## src/rtl/assert_macros.svh

```systemverilog
// Assertion helpers shared by the RTL. Simulation builds get the checks;
// synthesis builds see empty bodies.
`ifndef ASSERT_MACROS_SVH
`define ASSERT_MACROS_SVH
`ifndef SYNTHESIS
// Check with the reset as a disable condition.
`define AST_RST(lbl, clk, rst_n, prop, msg) \
  lbl: assert property (@(posedge clk) disable iff (!rst_n) prop) else $error(msg);
// Check that must also hold while reset is asserted.
`define AST_ALWAYS(lbl, clk, prop, msg) \
  lbl: assert property (@(posedge clk) prop) else $error(msg);
`else
`define AST_RST(lbl, clk, rst_n, prop, msg)
`define AST_ALWAYS(lbl, clk, prop, msg)
`endif
`endif

```

## src/rtl/alas_pkg.sv

```systemverilog
package alas_pkg;

  localparam int COORD_BITS = 12;
  localparam int STEP_BITS  = COORD_BITS + 1;

  typedef logic [COORD_BITS-1:0] coord_t;
  typedef logic [STEP_BITS-1:0]  steps_t;

  localparam logic CMD_START   = 1'b0;
  localparam logic CMD_ADVANCE = 1'b1;

  typedef enum logic [1:0] {
    CFG_DRAW_COLOR     = 2'd0,
    CFG_BASE_ALPHA     = 2'd1,
    CFG_INTENSITY_BITS = 2'd2
  } cfg_idx_t;

  typedef enum logic [5:0] {
    MODE_IDLE  = 6'b000001,
    MODE_HORIZ = 6'b000010,
    MODE_VERT  = 6'b000100,
    MODE_DIAG  = 6'b001000,
    MODE_YMAJ  = 6'b010000,
    MODE_XMAJ  = 6'b100000
  } line_mode_t;

  typedef enum logic [2:0] {
    ST_READY = 3'b001,
    ST_DIV   = 3'b010,
    ST_PAIR  = 3'b100
  } seq_state_t;

  typedef struct packed {
    logic   cmd;
    coord_t start_x;
    coord_t start_y;
    coord_t end_x;
    coord_t end_y;
  } in_word_t;

  typedef struct packed {
    coord_t      pixel_x;
    coord_t      pixel_y;
    logic [31:0] pixel_value;
    logic        line_end;
  } out_word_t;

  // The weight and the base alpha only ever land in the top byte, so the
  // 32-bit wrap reduces to an 8-bit add there.
  function automatic out_word_t make_pixel(coord_t x, coord_t y, logic [7:0] w,
                                           logic last, logic [31:0] color,
                                           logic [7:0] alpha);
    out_word_t  p;
    logic [7:0] top;
    top           = color[31:24] + w + alpha;
    p.pixel_x     = x;
    p.pixel_y     = y;
    p.pixel_value = {top, color[23:0]};
    p.line_end    = last;
    return p;
  endfunction

endpackage

```

## src/rtl/alas_div.sv

```systemverilog
module alas_div #(
  parameter int FRAC_BITS = 16
) (
  input  logic                   clk,
  input  logic                   rst_n,
  input  logic                   start,
  input  alas_pkg::coord_t       minor,
  input  alas_pkg::coord_t       major,
  output logic                   done,
  output logic [FRAC_BITS-1:0]   quot
);
  import alas_pkg::*;

  localparam int CNT_W = $clog2(FRAC_BITS + 1);

  // Restoring division of (minor << FRAC_BITS) by major, one quotient bit a
  // cycle. The minor axis is shorter than the major one, so the remainder
  // starts below the divisor and the quotient fits in FRAC_BITS bits.
  coord_t                 rem_r, rem_nxt, major_r, major_nxt;
  logic [FRAC_BITS-1:0]   quot_r, quot_nxt;
  logic [CNT_W-1:0]       cnt_r, cnt_nxt;
  logic                   run_r, run_nxt, done_r, done_nxt;
  logic [COORD_BITS:0]    rem_sh, rem_sub;
  logic                   fits;

  always_comb begin
    rem_sh    = {rem_r, 1'b0};
    rem_sub   = rem_sh - {1'b0, major_r};
    fits      = rem_sh >= {1'b0, major_r};
    rem_nxt   = rem_r;
    major_nxt = major_r;
    quot_nxt  = quot_r;
    cnt_nxt   = cnt_r;
    run_nxt   = run_r;
    done_nxt  = 1'b0;
    if (start) begin
      rem_nxt   = minor;
      major_nxt = major;
      quot_nxt  = '0;
      cnt_nxt   = CNT_W'(FRAC_BITS);
      run_nxt   = 1'b1;
    end else if (run_r) begin
      rem_nxt  = fits ? rem_sub[COORD_BITS-1:0] : rem_sh[COORD_BITS-1:0];
      quot_nxt = {quot_r[FRAC_BITS-2:0], fits};
      cnt_nxt  = cnt_r - CNT_W'(1);
      if (cnt_r == CNT_W'(1)) begin
        run_nxt  = 1'b0;
        done_nxt = 1'b1;
      end
    end
  end

  always_ff @(posedge clk) begin
    if (!rst_n) begin
      run_r  <= 1'b0;
      done_r <= 1'b0;
      cnt_r  <= '0;
    end else begin
      run_r  <= run_nxt;
      done_r <= done_nxt;
      cnt_r  <= cnt_nxt;
    end
    rem_r   <= rem_nxt;
    major_r <= major_nxt;
    quot_r  <= quot_nxt;
  end

  assign done = done_r;
  assign quot = quot_r;

endmodule

```

## src/rtl/antialiased_line_stepper.sv

```systemverilog
// Wu antialiased line stepper. A start word (cmd 0) latches two endpoints,
// orders them so that y grows and returns the near endpoint at once. Each
// advance word (cmd 1) returns the next pixel, or a weighted pair of pixels
// for lines that are neither axis-aligned nor at 45 degrees; the last pixel
// carries line_end. A sloped line's start word also starts a shared restoring
// divider producing one quotient bit a cycle, and no new word is taken until
// the slope is in. A new word is taken only once the output register has
// drained, and the second word of a pair is offered once the first is taken.
// An advance while no line is active returns nothing. Configuration writes
// are always taken.
module antialiased_line_stepper #(
  parameter int FRAC_BITS = 16
) (
  input  logic               clk,
  input  logic               rst_n,
  input  logic               in_valid,
  output logic               in_stall,
  input  alas_pkg::in_word_t in_data,
  output logic               out_valid,
  input  logic               out_stall,
  output alas_pkg::out_word_t out_data,
  input  logic               cfg_valid,
  output logic               cfg_ready,
  input  logic [1:0]         cfg_index,
  input  logic [31:0]        cfg_data
);
  import alas_pkg::*;

  localparam int SH_W = $clog2(FRAC_BITS + 1);

  // Configuration.
  logic [31:0] color_r, color_nxt;
  logic [7:0]  alpha_r, alpha_nxt;
  logic [3:0]  ibits_r, ibits_nxt;

  // Line state.
  seq_state_t           state_r, state_nxt;
  line_mode_t           mode_r, mode_nxt;
  coord_t               cur_x_r, cur_x_nxt, cur_y_r, cur_y_nxt;
  coord_t               far_x_r, far_x_nxt, far_y_r, far_y_nxt;
  logic                 xneg_r, xneg_nxt;
  steps_t               steps_r, steps_nxt;
  logic [FRAC_BITS-1:0] acc_r, acc_nxt, estep_r, estep_nxt;

  // Output register and the held second word of a pair.
  logic      out_valid_r, out_valid_nxt;
  out_word_t out_word_r, out_word_nxt, pend_r, pend_nxt;

  logic in_fire, out_fire;

  // Start decode.
  logic       swap, s_xneg, single, div_start, div_done;
  coord_t     x0, y0, x1, y1, dx, dy, div_minor, div_major;
  line_mode_t s_mode;
  steps_t     s_steps;
  logic [FRAC_BITS-1:0] div_quot;

  // Advance datapath.
  coord_t               x_nx, y_nx, px, py, px2, py2;
  logic [FRAC_BITS-1:0] nw, w_full;
  logic                 minor_step;
  logic [3:0]           eff;
  logic [SH_W-1:0]      shamt;
  logic [8:0]           levels;
  logic [7:0]           w, cmask;
  steps_t               steps_dec;

  assign in_fire  = in_valid && !in_stall;
  assign out_fire = out_valid_r && !out_stall;
  assign in_stall = !((state_r == ST_READY) && !out_valid_r);
  assign cfg_ready = 1'b1;
  assign out_valid = out_valid_r;
  assign out_data  = out_word_r;

  always_comb begin
    swap = in_data.start_y > in_data.end_y;
    x0   = swap ? in_data.end_x   : in_data.start_x;
    y0   = swap ? in_data.end_y   : in_data.start_y;
    x1   = swap ? in_data.start_x : in_data.end_x;
    y1   = swap ? in_data.start_y : in_data.end_y;
    s_xneg = x1 < x0;
    dx   = s_xneg ? x0 - x1 : x1 - x0;
    dy   = y1 - y0;
    div_minor = dx;
    div_major = dy;
    if (dy == '0) begin
      s_mode  = MODE_HORIZ;
      s_steps = {1'b0, dx};
    end else if (dx == '0) begin
      s_mode  = MODE_VERT;
      s_steps = {1'b0, dy};
    end else if (dx == dy) begin
      s_mode  = MODE_DIAG;
      s_steps = {1'b0, dy};
    end else if (dx < dy) begin
      s_mode  = MODE_YMAJ;
      s_steps = {1'b0, dy} - STEP_BITS'(1);
    end else begin
      s_mode    = MODE_XMAJ;
      s_steps   = {1'b0, dx} - STEP_BITS'(1);
      div_minor = dy;
      div_major = dx;
    end
    single = (dx == '0) && (dy == '0);
  end

  always_comb begin
    x_nx       = xneg_r ? cur_x_r - COORD_BITS'(1) : cur_x_r + COORD_BITS'(1);
    y_nx       = cur_y_r + COORD_BITS'(1);
    nw         = acc_r + estep_r;
    minor_step = nw <= acc_r;
    if (mode_r == MODE_YMAJ) begin
      px  = minor_step ? x_nx : cur_x_r;
      py  = y_nx;
      px2 = xneg_r ? px - COORD_BITS'(1) : px + COORD_BITS'(1);
      py2 = py;
    end else begin
      px  = x_nx;
      py  = minor_step ? y_nx : cur_y_r;
      px2 = px;
      py2 = py + COORD_BITS'(1);
    end
    if (ibits_r == 4'd0) begin
      eff = 4'd1;
    end else if (ibits_r > 4'd8) begin
      eff = 4'd8;
    end else begin
      eff = ibits_r;
    end
    shamt     = SH_W'(FRAC_BITS) - SH_W'(eff);
    w_full    = nw >> shamt;
    w         = w_full[7:0];
    levels    = 9'd1 << eff;
    cmask     = 8'(levels - 9'd1);
    steps_dec = steps_r - STEP_BITS'(1);
  end

  always_comb begin
    color_nxt     = color_r;
    alpha_nxt     = alpha_r;
    ibits_nxt     = ibits_r;
    state_nxt     = state_r;
    mode_nxt      = mode_r;
    cur_x_nxt     = cur_x_r;
    cur_y_nxt     = cur_y_r;
    far_x_nxt     = far_x_r;
    far_y_nxt     = far_y_r;
    xneg_nxt      = xneg_r;
    steps_nxt     = steps_r;
    acc_nxt       = acc_r;
    estep_nxt     = estep_r;
    out_valid_nxt = out_valid_r;
    out_word_nxt  = out_word_r;
    pend_nxt      = pend_r;
    div_start     = 1'b0;

    if (cfg_valid) begin
      case (cfg_index)
        CFG_DRAW_COLOR:     color_nxt = cfg_data;
        CFG_BASE_ALPHA:     alpha_nxt = cfg_data[7:0];
        CFG_INTENSITY_BITS: ibits_nxt = cfg_data[3:0];
        default: ;
      endcase
    end

    if (out_fire) begin
      out_valid_nxt = 1'b0;
    end

    case (state_r)
      ST_READY: begin
        if (in_fire && in_data.cmd == CMD_START) begin
          cur_x_nxt     = x0;
          cur_y_nxt     = y0;
          far_x_nxt     = x1;
          far_y_nxt     = y1;
          xneg_nxt      = s_xneg;
          steps_nxt     = s_steps;
          acc_nxt       = '0;
          estep_nxt     = '0;
          mode_nxt      = single ? MODE_IDLE : s_mode;
          out_word_nxt  = make_pixel(x0, y0, 8'd0, single, color_r, alpha_r);
          out_valid_nxt = 1'b1;
          if (s_mode == MODE_YMAJ || s_mode == MODE_XMAJ) begin
            div_start = 1'b1;
            state_nxt = ST_DIV;
          end
        end else if (in_fire) begin
          case (mode_r)
            MODE_HORIZ, MODE_VERT, MODE_DIAG: begin
              if (mode_r != MODE_VERT) cur_x_nxt = x_nx;
              if (mode_r != MODE_HORIZ) cur_y_nxt = y_nx;
              steps_nxt = steps_dec;
              if (steps_dec == '0) mode_nxt = MODE_IDLE;
              out_word_nxt = make_pixel((mode_r != MODE_VERT) ? x_nx : cur_x_r,
                                        (mode_r != MODE_HORIZ) ? y_nx : cur_y_r,
                                        8'd0, steps_dec == '0, color_r, alpha_r);
              out_valid_nxt = 1'b1;
            end
            MODE_YMAJ, MODE_XMAJ: begin
              if (steps_r == '0) begin
                mode_nxt     = MODE_IDLE;
                out_word_nxt = make_pixel(far_x_r, far_y_r, 8'd0, 1'b1,
                                          color_r, alpha_r);
                out_valid_nxt = 1'b1;
              end else begin
                acc_nxt       = nw;
                cur_x_nxt     = px;
                cur_y_nxt     = py;
                steps_nxt     = steps_dec;
                out_word_nxt  = make_pixel(px, py, w, 1'b0, color_r, alpha_r);
                pend_nxt      = make_pixel(px2, py2, w ^ cmask, 1'b0,
                                           color_r, alpha_r);
                out_valid_nxt = 1'b1;
                state_nxt     = ST_PAIR;
              end
            end
            default: ;
          endcase
        end
      end
      ST_DIV: begin
        if (div_done) begin
          estep_nxt = div_quot;
          state_nxt = ST_READY;
        end
      end
      ST_PAIR: begin
        if (out_fire) begin
          out_word_nxt  = pend_r;
          out_valid_nxt = 1'b1;
          state_nxt     = ST_READY;
        end
      end
      default: state_nxt = ST_READY;
    endcase
  end

  alas_div #(
    .FRAC_BITS (FRAC_BITS)
  ) u_div (
    .clk   (clk),
    .rst_n (rst_n),
    .start (div_start),
    .minor (div_minor),
    .major (div_major),
    .done  (div_done),
    .quot  (div_quot)
  );

  always_ff @(posedge clk) begin
    if (!rst_n) begin
      color_r     <= 32'h00FF_FFFF;
      alpha_r     <= '0;
      ibits_r     <= 4'd8;
      state_r     <= ST_READY;
      mode_r      <= MODE_IDLE;
      cur_x_r     <= '0;
      cur_y_r     <= '0;
      far_x_r     <= '0;
      far_y_r     <= '0;
      xneg_r      <= 1'b0;
      steps_r     <= '0;
      acc_r       <= '0;
      estep_r     <= '0;
      out_valid_r <= 1'b0;
    end else begin
      color_r     <= color_nxt;
      alpha_r     <= alpha_nxt;
      ibits_r     <= ibits_nxt;
      state_r     <= state_nxt;
      mode_r      <= mode_nxt;
      cur_x_r     <= cur_x_nxt;
      cur_y_r     <= cur_y_nxt;
      far_x_r     <= far_x_nxt;
      far_y_r     <= far_y_nxt;
      xneg_r      <= xneg_nxt;
      steps_r     <= steps_nxt;
      acc_r       <= acc_nxt;
      estep_r     <= estep_nxt;
      out_valid_r <= out_valid_nxt;
    end
    out_word_r <= out_word_nxt;
    pend_r     <= pend_nxt;
  end

`include "assert_macros.svh"

  // While the second word of a pair waits, the first must still be on offer.
  `AST_RST(a_pair_has_word, clk, rst_n, (state_r == ST_PAIR) |-> out_valid_r, "pair state without an output word")
  // A finished division always hands control back to the ready state.
  `AST_RST(a_div_returns, clk, rst_n, (state_r == ST_DIV && div_done) |=> (state_r == ST_READY), "divider result not taken")
  // No line active means no steps left to walk.
  `AST_RST(a_idle_no_steps, clk, rst_n, (mode_r == MODE_IDLE) |-> (steps_r == '0), "idle with steps remaining")
  // The divider is only ever busy while the sequencer waits for it.
  `AST_RST(a_div_only_in_div, clk, rst_n, div_done |-> (state_r == ST_DIV), "divider finished outside the divide state")

endmodule

```

## config.mk

```make
export PLATFORM = sky130hd
export DESIGN_NAME = antialiased_line_stepper
export DESIGN_NICKNAME = d
export VERILOG_FILES = /design/src/rtl/alas_pkg.sv /design/src/rtl/alas_div.sv /design/src/rtl/antialiased_line_stepper.sv
export VERILOG_INCLUDE_DIRS = /design/src /design/src/rtl
export SDC_FILE = /design/constraint.sdc
export NUM_CORES = 1
export LEC_CHECK = 0
export BUFFER_PORTS_ARGS = -buffer_cell sky130_fd_sc_hd__buf_2
export CAP_MARGIN = 5
export CELL_PAD_IN_SITES_DETAIL_PLACEMENT = 0
export CELL_PAD_IN_SITES_GLOBAL_PLACEMENT = 1
export CORE_ASPECT_RATIO = 1.25
export CORE_MARGIN = 2
export CORE_UTILIZATION = 34
export CTS_BUF_LIST = sky130_fd_sc_hd__clkbuf_4 sky130_fd_sc_hd__clkbuf_8
export CTS_CLUSTER_SIZE = 12
export DETAILED_ROUTE_END_ITERATION = 8
export HOLD_SLACK_MARGIN = 0.03
export PLACE_DENSITY = 0.6
export SYNTH_ARGS = -nofsm -noshare
export SYNTH_HDL_FRONTEND = slang
export SYNTH_HIERARCHICAL = 1
export SYNTH_SLANG_ARGS = --single-unit
```

## constraint.sdc

```tcl
create_clock -name clk -period 10.1 [get_ports clk]
set_clock_uncertainty 0.05 [all_clocks]
set_input_delay 1.01 -clock clk [delete_from_list [all_inputs] [get_ports clk]]
set_output_delay 1.01 -clock clk [all_outputs]
set_load 0.005 [all_outputs]
```

==> results.toml <==
[floorplanning]
i_o_pins = 148
dieWidth_um = 235
core_um2 = 66600
rows = 106
chipHeight_um = 293
die-area_um2 = 69000
floorplan.initialDensity_pct = 34.2

[grt]
grtUsageTotal_pct = 22.5
via_count_of_the_first_global_routing_pass = 20700
grt_pass1_wl_mm = 121
grt_max_degree = 88
grt_antenna_before_repair = 1
grt_overflow = 0

[worst_setup_path]
r2r.worst_path.cells = 28
regToRegStartpoint = "acc_r[0]"
end_kind = "register"
setup.worst_path.start_class = "input port"
crit_arrival_ns = 8.39
worstSetupPathType = "input port to register"
critical_path_required_ns = 10.45
worst-path-max-fanout = 47
regToRegEndpoint = "pend_r[56]"
regToRegSetupSlack_ns = 2.13

[hold_path]
worst_hold_path_type = "register to register"
timing.hold.worst_path_depth = 0
worstHoldEndpoint = "pend_r[22]"
hold_start = "color_r[21]"

[timing]
report.final.slew_viol_count = 0
finalSetupViolations = 0
post-route-period-util_pct = 79.6
maxClockFrequency_mhz = 124
timing.final.crit_period_ns = 8.04
actual_slew_at_the_worst_max_slew_pin_ns = 1.22
grt_setup_unrepaired = "false"
fin_tns_setup_ns = 0
slew_headroom_pct = 18.5
final_hold_viol_count = 0

[run]
max_cap_violations = 0

[placed_design]
port_buffers = 146
placed_cells = 3694
dp.final_hpwl_mm = 57.5
gp_congestion = 0.914

[logic_synthesis]
count_of_mapped_cells_out_of_synthesis = 2808
avgSynthCellArea_um2 = 8.11
synth-edff-count = 137
synthesis.area_um2 = 22800
synth_sequential_area_ratio_pct = 33.1
synthArstFlopShare_pct = 0
ys_seq_elements = 308
synth_warnings = 6
flip_flop_cell_with_the_highest_count_after_synthesis = "dfxtp_1"
yosys.cell_types.count = 106
syn-num-nets = 3040

[final_layout]
layout.cells.most_common = "nand2_1"
net_count_final = 3120
mostFrequentLayoutCells = "nand2_1, a21oi_1, nor2_1"
area_growth_pct = 12.1
final_instance_count_excl_fillers = 3801
final_util_pct = 38.3
layout-drive-gt1-share_pct = 12.4

[clock_network]
clock_tree_from_tritoncts = "done"
cts_htree_levels = 2
numCtsBuffers = 56
worst_skew_pair.late_latency_ns = 0.67
cts_buffer_depth = 3
ctsHoldBuffers = 0
register_clock_pin_slew_on_the_reported_worst_setup_and_hold_paths_ns = 0.06
post_cts_buffers = 0
cts_num_sinks = 308
cts_resized = 0
clk_root_buffer_cell = "clkbuf_8"

[route]
route.detailed.vias_per_inst = 5.43
route.detailed.drc = 0
routedWlPerCell_um = 20.8
drt_first_pass_iters = 6
final_antenna_net_count = 0
drtIter0Drc = 1164
detailroute.via_count = 20600
drt_wl_total_mm = 79.0

[pwr]
leakagePower_nw = 10.7
power_density_nw_per_um2 = 183
report.power.total_w = 0.00468
power.ir.vdd_worst_mv = 0.103

[run_status]
run_status = "finished clean"
==> report_power, final <==
part	switching, W	internal, W
logic	0.00117	0.000670
registers	0.0000760	0.00144
clock network	0.000589	0.000734
==> worst max-delay path, cell delays in order <==
cell and delay (ns):
buf_2 0.07, inv_1 0.05, ha_1 0.42, a21oi_1 0.25
o21a_1 0.30, nand2_1 0.15, o21ai_4 0.65, buf_4 0.56
a311oi_1 0.15, nor4_1 0.97, o31ai_1 0.25, a21oi_1 0.20
o211ai_1 0.11, buf_4 0.19, ha_1 0.29, and4_1 0.22
nand3_1 0.14, o21a_1 0.31, nor2_1 0.67, nand2b_1 0.18
nor2_2 0.47, buf_4 0.35, a21oi_1 0.09, nand2b_1 0.15
o31a_1 0.14
==> final cells by class <==
cell class | instances | area [µm²]
Clock buffer | 79 | 1020
Sequential cell | 308 | 7540
Antenna cell | 1 | 2.50
Inverter | 137 | 514
Timing Repair Buffer | 187 | 1040
Multi-Input combinational cell | 2198 | 14100
Clock inverter | 27 | 219
Fill cell | 6963 | 41100
Tap cell | 864 | 1080
==> flip-flops by register name (all words and copies together) (netlist names) <==
register	count
acc_r	16
alpha_r	8
color_r	32
cur_x_r	12
cur_y_r	12
estep_r	16
far_x_r	12
far_y_r	12
ibits_r	4
mode_r	6
out_data	57
out_valid	1
pend_r	56
state_r	3
steps_r	13
u_div/cnt_r	5
u_div/done	1
u_div/major_r	12
u_div/quot	16
u_div/rem_r	12
u_div/run_r	1
xneg_r	1
==> synthesized netlist by cell type (all sizes together), types with 20 or more instances <==
master / count / area, µm²
dfxtp: 171 / 3420
xnor2: 92 / 813
a21oi: 235 / 1180
nand2b: 31 / 194
mux2: 20 / 225
a31oi: 21 / 138
fa: 21 / 420
mux2i: 80 / 801
nand2: 471 / 1770
nor2: 218 / 838
buf: 36 / 195
nor2b: 48 / 303
edfxtp: 137 / 4110
a21boi: 48 / 360
nand3: 87 / 440
o21ai: 174 / 878
nor3: 55 / 292
ha: 123 / 1540
o22ai: 28 / 175
a21o: 36 / 270
o21bai: 22 / 165
o31ai: 21 / 163
xor2: 60 / 526
clkbuf: 129 / 488
o211ai: 27 / 203
a211oi: 20 / 155
inv: 137 / 514
==> how the worst max path moves through the flow <==
stage | from | end | slack [ns] | cells after the start
detailed placement | in_data[10] | u_div/rem_r[1] | 1.47 | 24
floorplan | in_data[9] | steps_r[8] | 1.87 | 35
global route | in_data[9] | u_div/rem_r[7] | 1.42 | 26
finish | in_data[11] | u_div/rem_r[1] | 2.06 | 25
CTS | acc_r[0] | pend_r[56] | 2.10 | 28
global placement | in_data[7] | u_div/rem_r[1] | 1.51 | 23
==> per-stage QoR <==
step / instance area, µm² / setup slack [ns] / hold WS [ns]
global placement: 24300 / 1.51 / 0.387
floorplan: 22800 / 1.87 / 0.380
CTS: 25500 / 2.10 / 0.407
detailed placement: 24300 / 1.47 / 0.394
global route: 25500 / 1.42 / 0.424
finish: 25500 / 2.06 / 0.406
==> kinds of logic after synthesis <==
logic type | count (synthesis) | share of synthesized area [%]
AO/OA/AOI/OAI | 764 | 21.6
XOR/XNOR | 152 | 5.88
adder cells (fa/ha/maj) | 151 | 8.92
buffers and inverters | 302 | 5.26
flip-flops | 308 | 33.1
multiplexers | 100 | 4.51
other | 1 | 0.0165
AND/OR/NAND/NOR | 1030 | 20.7
==> metal layers <==
| layer | vias up | track usage [%] | routed length, µm | share of wire [%] |
|---|---|---|---|---|
| li1 | 10100 | - | - | - |
| met3 | 154 | 3.00 | 3390 | 4.3 |
| met1 | 9823 | 25.8 | 32200 | 41 |
| met2 | 531 | 40.5 | 39000 | 49 |
| met5 | - | 0 | 0 | 0 |
| met4 | 0 | 11.9 | 4470 | 5.7 |
(Power assumes the default switching activity.)
